--- src/evh_pkg.sv ---
`default_nettype none

package evh_pkg;

  typedef enum logic [1:0] {
    MODE_IDLE   = 2'd0,
    MODE_SPEECH = 2'd1,
    MODE_HANG   = 2'd2
  } mode_t;

  typedef enum logic [1:0] {
    EV_NONE  = 2'd0,
    EV_START = 2'd1,
    EV_END   = 2'd2
  } event_t;

  localparam logic [2:0] REG_START_LEVEL    = 3'd0;
  localparam logic [2:0] REG_END_LEVEL      = 3'd1;
  localparam logic [2:0] REG_START_RUN      = 3'd2;
  localparam logic [2:0] REG_END_RUN        = 3'd3;
  localparam logic [2:0] REG_MIN_SPEECH_LEN = 3'd4;
  localparam logic [2:0] REG_MAX_SPEECH_LEN = 3'd5;

  localparam logic [15:0] START_LEVEL_RESET    = 16'd1000;
  localparam logic [15:0] END_LEVEL_RESET      = 16'd500;
  localparam logic [7:0]  START_RUN_RESET      = 8'd3;
  localparam logic [7:0]  END_RUN_RESET        = 8'd10;
  localparam logic [15:0] MIN_SPEECH_LEN_RESET = 16'd5;
  localparam logic [15:0] MAX_SPEECH_LEN_RESET = 16'd1000;

endpackage

`default_nettype wire

--- src/energy_vad_hangover_unit.sv ---
// Channel  | Valid     | Stall     | Payload
// request  | in_valid  | in_stall  | frame_level
// result   | out_valid | out_stall | vad_event, vad_mode
// config   | cfg_write | none      | cfg_index, cfg_data
//
// One request is taken every clock cycle unless the request side stalls, and its result appears in the cycle after.
// The detector state and the result register are updated at the cycle of acceptance.
// The request side stalls only while a result is held and the result side stalls.
// Synchronous reset returns the detector to idle and the registers to defaults.
`default_nettype none

module energy_vad_hangover_unit
  import evh_pkg::*;
(
  input  wire logic        clk,
  input  wire logic        rst,
  input  wire logic        in_valid,
  output logic             in_stall,
  input  wire logic [15:0] frame_level,
  output logic             out_valid,
  input  wire logic        out_stall,
  output logic [1:0]       vad_event,
  output logic [1:0]       vad_mode,
  input  wire logic        cfg_write,
  input  wire logic [2:0]  cfg_index,
  input  wire logic [15:0] cfg_data
);

  logic [15:0] start_level;
  logic [15:0] end_level;
  logic [7:0]  start_run;
  logic [7:0]  end_run;
  logic [15:0] min_speech_len;
  logic [15:0] max_speech_len;

  mode_t       mode;
  mode_t       mode_next;
  logic [7:0]  loud_run;
  logic [7:0]  loud_run_next;
  logic [7:0]  quiet_run;
  logic [7:0]  quiet_run_next;
  logic [15:0] speech_len;
  logic [15:0] speech_len_next;
  event_t      ev;

  logic        accept;
  logic        loud;
  logic        quiet;
  logic [7:0]  loud_inc;
  logic [7:0]  quiet_inc;
  logic [15:0] len_inc;
  logic        started;
  logic        forced;
  logic        ended;

  assign in_stall = out_valid && out_stall;
  assign accept   = in_valid && !in_stall;

  assign loud      = frame_level >= start_level;
  assign quiet     = frame_level <= end_level;
  assign loud_inc  = (loud_run == 8'hFF) ? loud_run : loud_run + 8'd1;
  assign quiet_inc = (quiet_run == 8'hFF) ? quiet_run : quiet_run + 8'd1;
  assign len_inc   = (speech_len == 16'hFFFF) ? speech_len : speech_len + 16'd1;
  assign started   = loud && (loud_inc >= start_run);
  assign forced    = len_inc >= max_speech_len;
  assign ended     = quiet && (quiet_inc >= end_run);

  always_comb begin
    unique case (mode)
      MODE_IDLE: begin
        mode_next = started ? MODE_SPEECH : MODE_IDLE;
      end
      MODE_SPEECH: begin
        if (forced) begin
          mode_next = MODE_IDLE;
        end else begin
          mode_next = quiet ? MODE_HANG : MODE_SPEECH;
        end
      end
      MODE_HANG: begin
        priority if (forced || ended) begin
          mode_next = MODE_IDLE;
        end else if (quiet) begin
          mode_next = MODE_HANG;
        end else begin
          mode_next = MODE_SPEECH;
        end
      end
      default: begin
        mode_next = MODE_IDLE;
      end
    endcase
  end

  always_comb begin
    ev              = EV_NONE;
    loud_run_next   = loud_run;
    quiet_run_next  = quiet_run;
    speech_len_next = speech_len;
    unique case (mode)
      MODE_IDLE: begin
        speech_len_next = '0;
        quiet_run_next  = '0;
        if (started) begin
          loud_run_next = '0;
          ev            = EV_START;
        end else begin
          loud_run_next = loud ? loud_inc : 8'd0;
        end
      end
      MODE_SPEECH, MODE_HANG: begin
        speech_len_next = len_inc;
        priority if (forced) begin
          loud_run_next  = '0;
          quiet_run_next = '0;
          ev             = EV_END;
        end else if (quiet) begin
          quiet_run_next = quiet_inc;
          if (mode == MODE_HANG && ended) begin
            if (len_inc >= min_speech_len) begin
              ev = EV_END;
            end
            loud_run_next   = '0;
            quiet_run_next  = '0;
            speech_len_next = '0;
          end
        end else begin
          quiet_run_next = '0;
        end
      end
      default: begin
        loud_run_next   = '0;
        quiet_run_next  = '0;
        speech_len_next = '0;
      end
    endcase
  end

  always_ff @(posedge clk) begin
    if (rst) begin
      start_level    <= START_LEVEL_RESET;
      end_level      <= END_LEVEL_RESET;
      start_run      <= START_RUN_RESET;
      end_run        <= END_RUN_RESET;
      min_speech_len <= MIN_SPEECH_LEN_RESET;
      max_speech_len <= MAX_SPEECH_LEN_RESET;
    end else if (cfg_write) begin
      unique case (cfg_index)
        REG_START_LEVEL:    start_level    <= cfg_data;
        REG_END_LEVEL:      end_level      <= cfg_data;
        REG_START_RUN:      start_run      <= cfg_data[7:0];
        REG_END_RUN:        end_run        <= cfg_data[7:0];
        REG_MIN_SPEECH_LEN: min_speech_len <= cfg_data;
        REG_MAX_SPEECH_LEN: max_speech_len <= cfg_data;
        default: begin
        end
      endcase
    end
  end

  always_ff @(posedge clk) begin
    if (rst) begin
      mode       <= MODE_IDLE;
      loud_run   <= '0;
      quiet_run  <= '0;
      speech_len <= '0;
    end else if (accept) begin
      mode       <= mode_next;
      loud_run   <= loud_run_next;
      quiet_run  <= quiet_run_next;
      speech_len <= speech_len_next;
    end
  end

  always_ff @(posedge clk) begin
    if (rst) begin
      out_valid <= 1'b0;
    end else if (accept) begin
      out_valid <= 1'b1;
    end else if (!out_stall) begin
      out_valid <= 1'b0;
    end
  end

  always_ff @(posedge clk) begin
    if (accept) begin
      vad_event <= ev;
      vad_mode  <= mode_next;
    end
  end

endmodule

`default_nettype wire

--- config.mk ---
export PLATFORM = sky130hd
export DESIGN_NAME = energy_vad_hangover_unit
export DESIGN_NICKNAME = d
export VERILOG_FILES = /design/src/evh_pkg.sv /design/src/energy_vad_hangover_unit.sv
export SDC_FILE = /design/constraint.sdc
export NUM_CORES = 1
export LEC_CHECK = 0
export BUFFER_PORTS_ARGS = -buffer_cell sky130_fd_sc_hd__clkbuf_2
export CORE_MARGIN = 4
export CORE_UTILIZATION = 45
export DETAILED_ROUTE_END_ITERATION = 8
export PLACE_DENSITY = 0.59
export SYNTH_ARGS = -nofsm -noshare
export SYNTH_HDL_FRONTEND = slang
export SYNTH_SLANG_ARGS = --single-unit
export TNS_END_PERCENT = 1
--- constraint.sdc ---
create_clock -name clk -period 4.5 [get_ports clk]
set_input_delay 0.45 -clock clk [delete_from_list [all_inputs] [get_ports clk]]
set_output_delay 0.45 -clock clk [all_outputs]
set_load 0.005 [all_outputs]
==> results of run 1 <==
==> metal layers <==
layer / vias to the layer above / routed length, µm / global-route usage / share of wire
met5: - / 0 / 0 / 0
met4: 0 / 234 / 0.05656 / 0.012
met3: 23 / 947 / 0.04014 / 0.050
met2: 165 / 8789 / 0.3531 / 0.46
met1: 2934 / 9051 / 0.3024 / 0.48
li1: 3161 / - / - / -
==> power by group <==
group	internal (mW)	switching (mW)
Clock	0.885	0.546
Combinational	0.0849	0.157
Sequential	1.08	0.0128
Total	2.05	0.716
==> cell type report <==
class,count,area (µm²),area share
Clock inverter,15,188.9,0.02306
Clock buffer,17,425.4,0.05192
Sequential cell,119,2422,0.2957
Multi-Input combinational cell,641,4307,0.5257
Tap cell,211,264.0,0.03222
Timing Repair Buffer,50,262.8,0.03207
Inverter,86,322.8,0.03940
==> sequential cells by signal, indices dropped and copies added (netlist names), 8 cells and up <==
name            count
start_run           8
loud_run            8
min_speech_len     16
start_level        16
max_speech_len     16
end_run             8
quiet_run           8
end_level          16
speech_len         16
==> worst register-to-register path, cell delays in order, from the launching register on <==
cell and delay [ns]:
sky130_fd_sc_hd__dfxtp_1 0.44, sky130_fd_sc_hd__ha_1 0.26, sky130_fd_sc_hd__and4_1 0.23, sky130_fd_sc_hd__nand2_1 0.12
sky130_fd_sc_hd__or3_1 0.58, sky130_fd_sc_hd__nand4_2 0.22, sky130_fd_sc_hd__xnor2_1 0.18, sky130_fd_sc_hd__ha_1 0.29
sky130_fd_sc_hd__and3_1 0.17, sky130_fd_sc_hd__a221oi_1 0.25, sky130_fd_sc_hd__o21ai_1 0.13, sky130_fd_sc_hd__a21oi_2 0.23
sky130_fd_sc_hd__a21o_1 0.30, sky130_fd_sc_hd__and2_1 0.34, sky130_fd_sc_hd__a311o_1 0.21
==> per-stage QoR <==
step	power [mW]	instances	setup WS, ns	area [µm²]	util
after global routing	2.876	1139	0.1470	8193	0.5311
after global placement	1.354	1107	0.6790	7579	0.4912
final	2.770	1139	0.5080	8193	0.5311
after detailed placement	1.361	1107	0.5473	7579	0.4912
after floorplan	1.271	878	1.038	7192	-
after CTS	2.786	1139	0.5309	8193	0.5311
==> logic make-up (layout without fill, tap and decap cells) <==
logic type	after synthesis	in the layout
and+or+nand+nor	323	323
AOI/OAI and AO/OA	204	204
DFF	119	119
buffers and inverters	118	168
adders and majority gates	87	87
xor gates and xnor gates	15	15
muxes	12	12
==> final timing paths <==
kind	startpoint	end	slack [ns]	cells past startpoint
worst max-delay path	speech_len[0]	loud_run[0]	0.51	14
worst min-delay path	in_valid	out_valid	0.27	2
worst max register to register	speech_len[0]	loud_run[0]	0.51	14
worst min register to register	start_level[1]	start_level[1]	0.45	2
==> cell usage in the layout, fill, tap and decap left out, types with 11 or more instances in the layout <==
master                        n
sky130_fd_sc_hd__a21o_1      11
sky130_fd_sc_hd__a21oi_1     74
sky130_fd_sc_hd__a31oi_1     11
sky130_fd_sc_hd__and3_1      13
sky130_fd_sc_hd__clkbuf_16   17
sky130_fd_sc_hd__clkbuf_2    45
sky130_fd_sc_hd__dfxtp_1    115
sky130_fd_sc_hd__ha_1        87
sky130_fd_sc_hd__inv_1       85
sky130_fd_sc_hd__nand2_1    162
sky130_fd_sc_hd__nand3_1     40
sky130_fd_sc_hd__nand4_1     18
sky130_fd_sc_hd__nor2_1      39
sky130_fd_sc_hd__o211ai_1    23
sky130_fd_sc_hd__o21a_1      12
sky130_fd_sc_hd__o21ai_0     15
sky130_fd_sc_hd__xnor2_1     13
==> impl_results.html, run 1 <==
<table>
<tr><th>Metric</th><th>Value</th></tr>
<tr><th colspan="2">Outcome</th></tr>
<tr><td>Outcome</td><td>completed</td></tr>
<tr><th colspan="2">STA</th></tr>
<tr><td>Endpoints failing setup</td><td>0</td></tr>
<tr><td>Post-Route Hold Slack</td><td>0.2693 ns</td></tr>
<tr><td>Setup skew after layout</td><td>0.007388 ns</td></tr>
<tr><td>Final min period</td><td>~4.0 ns</td></tr>
<tr><td>Final Slew Violations</td><td>0</td></tr>
<tr><td>Hold Vio Cnt, Final</td><td>0</td></tr>
<tr><td>Unrepaired setup endpoints after global routing</td><td>false</td></tr>
<tr><td>Max Clock Freq</td><td>0.2505 GHz</td></tr>
<tr><td>Worst slew margin</td><td>0.1983</td></tr>
<tr><td>Setup TNS after final layout</td><td>0 ns</td></tr>
<tr><td>Slew at the pin with the worst max-slew slack</td><td>1.202 ns</td></tr>
<tr><td>Final clock period utilization by the worst path</td><td>0.8871</td></tr>
<tr><th colspan="2">Worst setup path</th></tr>
<tr><td>Critical path peak fanout</td><td>9</td></tr>
<tr><td>Path type of the worst setup path</td><td>flop to flop</td></tr>
<tr><td>Arrival time of data at the critical path endpoint</td><td>4.35 ns</td></tr>
<tr><td>Cell family with most CP delay</td><td>simple AND/OR/NAND/NOR gates</td></tr>
<tr><td>Buffer and inverter count on the worst path</td><td>0</td></tr>
<tr><td>Cell type of the slowest stage on the worst timing path</td><td>sky130_fd_sc_hd__or3_1</td></tr>
<tr><td>Cell seen most often among critical-path stages</td><td>sky130_fd_sc_hd__ha_1</td></tr>
<tr><td>Worst endpoint required time</td><td>4.86 ns</td></tr>
<tr><td>Sequence of cells on the critical path</td><td>ha_1, and4_1, nand2_1, or3_1, nand4_2, xnor2_1, ha_1, and3_1, a221oi_1, o21ai_1, a21oi_2, a21o_1, and2_1, a311o_1</td></tr>
<tr><td>Setup crit end kind</td><td>flop</td></tr>
<tr><td>Kind of launch point of the worst setup path</td><td>flop</td></tr>
<tr><td>Maximum single-stage delay on the critical path</td><td>0.58 ns</td></tr>
<tr><th colspan="2">Detailed routing</th></tr>
<tr><td>Drc violations</td><td>0</td></tr>
<tr><td>Routed Antenna Nets</td><td>0</td></tr>
<tr><td>Violation count after the first detailed-route iteration</td><td>502</td></tr>
<tr><td>Total via count after detailed routing</td><td>6,283</td></tr>
<tr><td>Wirelength per Cell</td><td>16.70 µm</td></tr>
<tr><td>Total wirelength of the detailed-routed design</td><td>19,020 µm</td></tr>
<tr><td>Length of the first detailed-routing pass in iterations</td><td>5</td></tr>
<tr><td>Number of vias per cell</td><td>~5.5</td></tr>
<tr><th colspan="2">GRT</th></tr>
<tr><td>Largest net degree at the start of global routing</td><td>51</td></tr>
<tr><td>Overall track demand over capacity in global routing</td><td>0.2188</td></tr>
<tr><td>Global route overflow</td><td>0</td></tr>
<tr><td>Number of antenna violations at the first check in global routing</td><td>0</td></tr>
<tr><td>First-pass GRT wire length</td><td>31,490 µm</td></tr>
<tr><td>Vias in the first global route</td><td>6,123</td></tr>
<tr><th colspan="2">Finish</th></tr>
<tr><td>Antenna cell count</td><td>0</td></tr>
<tr><td>Fill cell instance count of the final layout</td><td>1,504</td></tr>
<tr><td>Synth-to-Final Area Change</td><td>13.92%</td></tr>
<tr><td>Fraction of final layout cells sized beyond drive strength 1</td><td>0.1196</td></tr>
<tr><td>Net count reported at finish</td><td>1,042</td></tr>
<tr><th colspan="2">Synthesis</th></tr>
<tr><td>Synthesized area divided by synthesized cell count</td><td>8.191 µm²</td></tr>
<tr><td>Share of synthesized registers carrying an async set or reset</td><td>0</td></tr>
<tr><td>Basic-gate share of the synthesized area counting and, or, nand and nor cells</td><td>0.2142</td></tr>
<tr><td>Cell taking the most area after synthesis</td><td>sky130_fd_sc_hd__dfxtp_1</td></tr>
<tr><td>Compound-cell area share of the yosys netlist</td><td>0.1976</td></tr>
<tr><td>Synth cell types</td><td>65</td></tr>
<tr><td>Sequential fraction of the synthesis area</td><td>0.3368</td></tr>
<tr><td>Post-Synthesis Net Count</td><td>1,005</td></tr>
<tr><td>Dominant cells by area after synthesis</td><td>sky130_fd_sc_hd__dfxtp_1 (32%), sky130_fd_sc_hd__ha_1 (15%), sky130_fd_sc_hd__nand2_1 (8.5%)</td></tr>
<tr><td>Yosys top cell area share</td><td>0.3201</td></tr>
<tr><td>Cell area after technology mapping</td><td>0.007192 mm²</td></tr>
<tr><td>Leading register cell type out of synthesis</td><td>sky130_fd_sc_hd__dfxtp_1</td></tr>
<tr><td>Post-Synth Adder-Cell Area</td><td>0.1514</td></tr>
<tr><td>Top-count cell post-synth</td><td>sky130_fd_sc_hd__nand2_1</td></tr>
<tr><td>Number of warning messages in the yosys log</td><td>0</td></tr>
<tr><td>Number of flops mapped to enable cells by yosys</td><td>4</td></tr>
<tr><td>FF+latch count, synth</td><td>119</td></tr>
<tr><td>Post-synthesis instance total</td><td>878</td></tr>
<tr><td>Commonest cells in the synthesized netlist</td><td>sky130_fd_sc_hd__nand2_1 (162), sky130_fd_sc_hd__dfxtp_1 (115), sky130_fd_sc_hd__ha_1 (87)</td></tr>
<tr><td>Share of cell area taken by muxes after synthesis</td><td>0.01740</td></tr>
<tr><td>XOR/XNOR Fraction of Synth Area</td><td>0.01827</td></tr>
<tr><td>Main combinational cell family by area after synthesis</td><td>simple AND/OR/NAND/NOR gates</td></tr>
<tr><th colspan="2">Floorplan</th></tr>
<tr><td>Initial cell density of the core</td><td>0.4662</td></tr>
<tr><td>Std-Cell Rows</td><td>45</td></tr>
<tr><td>Io pins</td><td>46</td></tr>
<tr><td>Die Wd</td><td>134.4 µm</td></tr>
<tr><td>Height of the die</td><td>134.4 µm</td></tr>
<tr><td>Die area</td><td>0.01807 mm²</td></tr>
<tr><td>Area of the core region</td><td>approximately 0.015 mm²</td></tr>
<tr><th colspan="2">Pwr</th></tr>
<tr><td>Max IR drop VDD</td><td>0.2668 mV</td></tr>
<tr><td>Power density over the cells</td><td>338.1 mW/mm²</td></tr>
<tr><td>Leak Pwr</td><td>roughly 3.4 nW</td></tr>
<tr><th colspan="2">CTS</th></tr>
<tr><td>Clock input transition at the sequential cells of the worst setup and hold paths</td><td>0.06 ns</td></tr>
<tr><td>H-tree level count</td><td>4</td></tr>
<tr><td>Clk Tree Root Cell</td><td>sky130_fd_sc_hd__clkbuf_16</td></tr>
<tr><td>CTS Hold Bufs</td><td>0</td></tr>
<tr><td>CTS tree</td><td>yes</td></tr>
<tr><td>Post-CTS setup buffer count</td><td>0</td></tr>
<tr><td>Number of buffers created by CTS</td><td>17</td></tr>
<tr><td>Total clock sinks</td><td>around 120</td></tr>
<tr><td>Clock latency of the later-clocked register in the worst-skew pair</td><td>0.42 ns</td></tr>
<tr><td>Gates resized, CTS repair</td><td>0</td></tr>
<tr><td>Max Buffers Root-to-Sink</td><td>2</td></tr>
<tr><th colspan="2">Worst hold path</th></tr>
<tr><td>Hold crit path type</td><td>input port to flop</td></tr>
<tr><th colspan="2">Place</th></tr>
<tr><td>Post-detail-place hpwl</td><td>14,310 µm</td></tr>
<tr><td>Gpl congestion</td><td>0.8572</td></tr>
<tr><td>Number of input and output port buffers inserted</td><td>45</td></tr>
<tr><th colspan="2">Job</th></tr>
<tr><td>Number of maximum-capacitance constraint violations</td><td>0</td></tr>
</table>
Power figures use the tool's default switching activity.
==> run 2, diff against run 1 <==
--- a/config.mk
+++ b/config.mk
@@ -6,7 +6,7 @@
 export NUM_CORES = 1
 export LEC_CHECK = 0
 export BUFFER_PORTS_ARGS = -buffer_cell sky130_fd_sc_hd__clkbuf_2
-export CORE_MARGIN = 4
+export CORE_MARGIN = 8
 export CORE_UTILIZATION = 45
 export DETAILED_ROUTE_END_ITERATION = 8
 export PLACE_DENSITY = 0.59
==> impl_results.html, run 2 (same netlist as run 1, synthesis figures left out) <==
<table>
<tr><th>Metric</th><th>Value</th></tr>
<tr><th colspan="2">Finish</th></tr>
<tr><td>Multi-input gate area in the final layout</td><td>0.004307 mm² (unchanged)</td></tr>
<tr><td>Fraction of final layout cells sized beyond drive strength 1</td><td>0.1215 (+0.001893)</td></tr>
<tr><td>Antenna cell count</td><td>0 (unchanged)</td></tr>
<tr><td>Net count reported at finish</td><td>1,045 (+0.29%)</td></tr>
<tr><td>Synth-to-Final Area Change</td><td>13.60%</td></tr>
<tr><td>Leading cell type in the layout, fill and taps excluded</td><td>sky130_fd_sc_hd__nand2_1</td></tr>
<tr><td>Commonest cells after routing, fill and taps aside</td><td>sky130_fd_sc_hd__nand2_1 (162), sky130_fd_sc_hd__dfxtp_1 (115), sky130_fd_sc_hd__ha_1 (87)</td></tr>
<tr><td>Post-route cell area</td><td>0.008170 mm² (-0.27%)</td></tr>
<tr><td>Sequential cell area in the final layout</td><td>0.002422 mm² (unchanged)</td></tr>
<tr><td>Fill cell instance count of the final layout</td><td>1,569 (+4.3%)</td></tr>
<tr><th colspan="2">Place</th></tr>
<tr><td>Cell area after placement</td><td>0.007607 mm² (+0.38%)</td></tr>
<tr><td>Gpl congestion</td><td>0.8174 (-4.6%)</td></tr>
<tr><td>Post-detail-place hpwl</td><td>14,090 µm (-1.6%)</td></tr>
<tr><td>Number of input and output port buffers inserted</td><td>45 (unchanged)</td></tr>
<tr><th colspan="2">Outcome</th></tr>
<tr><td>Outcome</td><td>completed</td></tr>
<tr><th colspan="2">GRT</th></tr>
<tr><td>Largest net degree at the start of global routing</td><td>62 (+22%)</td></tr>
<tr><td>First-pass GRT wire length</td><td>31,110 µm (-1.2%)</td></tr>
<tr><td>Global route overflow</td><td>0 (unchanged)</td></tr>
<tr><td>Overall track demand over capacity in global routing</td><td>0.1982 (-0.02052)</td></tr>
<tr><td>Vias in the first global route</td><td>5,872 (-4.1%)</td></tr>
<tr><td>Number of antenna violations at the first check in global routing</td><td>0 (unchanged)</td></tr>
<tr><th colspan="2">Pwr</th></tr>
<tr><td>Power density over the cells</td><td>322.9 mW/mm² (-4.5%)</td></tr>
<tr><td>Max IR drop VDD</td><td>0.2599 mV (-2.6%)</td></tr>
<tr><td>Leak Pwr</td><td>3.372 nW (-0.68%)</td></tr>
<tr><th colspan="2">Detailed routing</th></tr>
<tr><td>Length of the first detailed-routing pass in iterations</td><td>5 (unchanged)</td></tr>
<tr><td>Total wirelength of the detailed-routed design</td><td>19,330 µm (+1.6%)</td></tr>
<tr><td>Routed Antenna Nets</td><td>0 (unchanged)</td></tr>
<tr><td>Drc violations</td><td>0 (unchanged)</td></tr>
<tr><td>Number of vias per cell</td><td>5.384 (-2.4%)</td></tr>
<tr><td>Violation count after the first detailed-route iteration</td><td>312 (-38%)</td></tr>
<tr><td>Wirelength per Cell</td><td>16.87 µm (+1.0%)</td></tr>
<tr><td>Total via count after detailed routing</td><td>6,170 (-1.8%)</td></tr>
<tr><th colspan="2">STA</th></tr>
<tr><td>Slew at the pin with the worst max-slew slack</td><td>1.159 ns (-0.04274 ns)</td></tr>
<tr><td>Endpoints failing setup</td><td>0 (unchanged)</td></tr>
<tr><td>Max Clock Freq</td><td>0.2454 GHz (-2.1%)</td></tr>
<tr><td>Final Slew Violations</td><td>0 (unchanged)</td></tr>
<tr><td>Setup skew after layout</td><td>0.01300 ns (+0.005610 ns)</td></tr>
<tr><td>Final clock period utilization by the worst path</td><td>0.9057 (+0.01858)</td></tr>
<tr><td>Hold Vio Cnt, Final</td><td>0 (unchanged)</td></tr>
<tr><td>Unrepaired setup endpoints after global routing</td><td>false</td></tr>
<tr><td>Final min period</td><td>4.076 ns (+0.08361 ns)</td></tr>
<tr><td>Worst slew margin</td><td>0.2268 (+0.02851)</td></tr>
<tr><td>Setup TNS after final layout</td><td>0 ns (unchanged)</td></tr>
<tr><th colspan="2">CTS</th></tr>
<tr><td>Clock latency of the later-clocked register in the worst-skew pair</td><td>0.42 ns (about the same)</td></tr>
<tr><td>Gates resized, CTS repair</td><td>0 (unchanged)</td></tr>
<tr><td>Total clock sinks</td><td>119 (unchanged)</td></tr>
<tr><td>Clock input transition at the sequential cells of the worst setup and hold paths</td><td>0.06 ns (about the same)</td></tr>
<tr><td>Post-CTS setup buffer count</td><td>0 (unchanged)</td></tr>
<tr><td>Number of buffers created by CTS</td><td>17 (unchanged)</td></tr>
<tr><td>CTS tree</td><td>yes</td></tr>
<tr><td>CTS Hold Bufs</td><td>0 (unchanged)</td></tr>
<tr><td>Max Buffers Root-to-Sink</td><td>2 (unchanged)</td></tr>
<tr><td>Clk Tree Root Cell</td><td>sky130_fd_sc_hd__clkbuf_16</td></tr>
<tr><td>H-tree level count</td><td>4 (unchanged)</td></tr>
<tr><th colspan="2">Job</th></tr>
<tr><td>Number of maximum-capacitance constraint violations</td><td>0 (unchanged)</td></tr>
<tr><th colspan="2">Worst setup path</th></tr>
<tr><td>Maximum single-stage delay on the critical path</td><td>0.58 ns (about the same)</td></tr>
<tr><td>Cell seen most often among critical-path stages</td><td>sky130_fd_sc_hd__ha_1</td></tr>
<tr><td>Worst endpoint required time</td><td>4.85 ns (about the same)</td></tr>
<tr><td>Cell type of the slowest stage on the worst timing path</td><td>sky130_fd_sc_hd__or3_1</td></tr>
<tr><td>Kind of launch point of the worst setup path</td><td>flop</td></tr>
<tr><td>Sequence of cells on the critical path</td><td>ha_1, and4_1, nand2_1, or3_1, nand4_2, xnor2_1, ha_1, and3_1, a221oi_1, o21ai_1, a21oi_2, a21o_1, and2_1, a311o_1</td></tr>
<tr><td>Path type of the worst setup path</td><td>flop to flop</td></tr>
<tr><td>Critical path peak fanout</td><td>9 (unchanged)</td></tr>
<tr><td>Buffer and inverter count on the worst path</td><td>0 (unchanged)</td></tr>
<tr><td>Cell family with most CP delay</td><td>simple AND/OR/NAND/NOR gates</td></tr>
<tr><td>Arrival time of data at the critical path endpoint</td><td>4.43 ns (+0.08 ns)</td></tr>
<tr><td>Setup crit end kind</td><td>flop</td></tr>
<tr><th colspan="2">Floorplan</th></tr>
<tr><td>Die Wd</td><td>142.4 µm (+6.0%)</td></tr>
<tr><td>Initial cell density of the core</td><td>0.4560 (-0.01013)</td></tr>
<tr><td>Height of the die</td><td>142.4 µm (+6.0%)</td></tr>
<tr><td>Io pins</td><td>46 (unchanged)</td></tr>
<tr><td>Std-Cell Rows</td><td>46 (+2.2%)</td></tr>
<tr><td>Area of the core region</td><td>0.01577 mm² (+2.2%)</td></tr>
<tr><td>Die area</td><td>0.02028 mm² (+12%)</td></tr>
<tr><th colspan="2">Worst hold path</th></tr>
<tr><td>Hold crit path type</td><td>input port to flop</td></tr>
</table>
==> run 2: changes by cell type in the layout (fill, tap and decap cells not counted), sizes merged <==
cell,before,now
clkbuf,62,63
inv,94,88
buf,5,8
bufinv,3,1
clkinv,4,6
clkinvlp,0,4
==> run 2: stage by stage <==
stage	hold slack [ns]	std cells	worst slack, ns	total power [mW]	util
after floorplan	0.4363	878	1.038	1.271	-
final	0.2853	1146	0.4244	2.638	0.5181
after global routing	0.2823	1146	0.1234	2.731	0.5181
after CTS	0.2651	1146	0.4505	2.661	0.5181
after detailed placement	0.4470	1115	0.4879	1.365	0.4824
after global placement	0.4431	1115	0.5619	1.363	0.4824
==> run 2: final timing paths <==
check,cells past startpoint,slack (ns),end,startpoint
hold reg to reg,2,0.45,max_speech_len[13],max_speech_len[13]
setup / recovery,14,0.42,loud_run[0],speech_len[0]
setup reg to reg,14,0.42,loud_run[0],speech_len[0]
hold / removal,2,0.29,out_valid,in_valid
==> run 2: final cells by class <==
type                            instances  share of cell area
Timing Repair Buffer                   53             0.03492
Inverter                               86             0.03951
Multi-Input combinational cell        641              0.5271
Clock inverter                         13             0.01516
Clock buffer                           18             0.05375
Tap cell                              216             0.03308
Sequential cell                       119              0.2965
==> run 2: worst register-to-register path, cell delays in order, from the launching register on <==
cell	delay, ns
sky130_fd_sc_hd__dfxtp_1	0.44
sky130_fd_sc_hd__ha_1	0.29
sky130_fd_sc_hd__and4_1	0.24
sky130_fd_sc_hd__nand2_1	0.14
sky130_fd_sc_hd__or3_1	0.58
sky130_fd_sc_hd__nand4_2	0.20
sky130_fd_sc_hd__xnor2_1	0.19
sky130_fd_sc_hd__ha_1	0.30
sky130_fd_sc_hd__and3_1	0.16
sky130_fd_sc_hd__a221oi_1	0.26
sky130_fd_sc_hd__o21ai_1	0.13
sky130_fd_sc_hd__a21oi_2	0.24
sky130_fd_sc_hd__a21o_1	0.31
sky130_fd_sc_hd__and2_1	0.34
sky130_fd_sc_hd__a311o_1	0.20
==> run 2: where the power goes <==
part           total, mW  internal, mW  switching [mW]
Combinational      0.246        0.0851           0.161
Sequential          1.10          1.08          0.0129
Clock               1.30         0.775           0.520
==> run 2: layer usage <==
metal,routed length (µm),vias up,track usage,share of wire
li1,-,3172,-,-
met1,9841,2835,0.2780,0.51
met2,8272,142,0.3003,0.43
met3,900,21,0.03891,0.047
met4,318,0,0.05817,0.016
met5,0,-,0,0
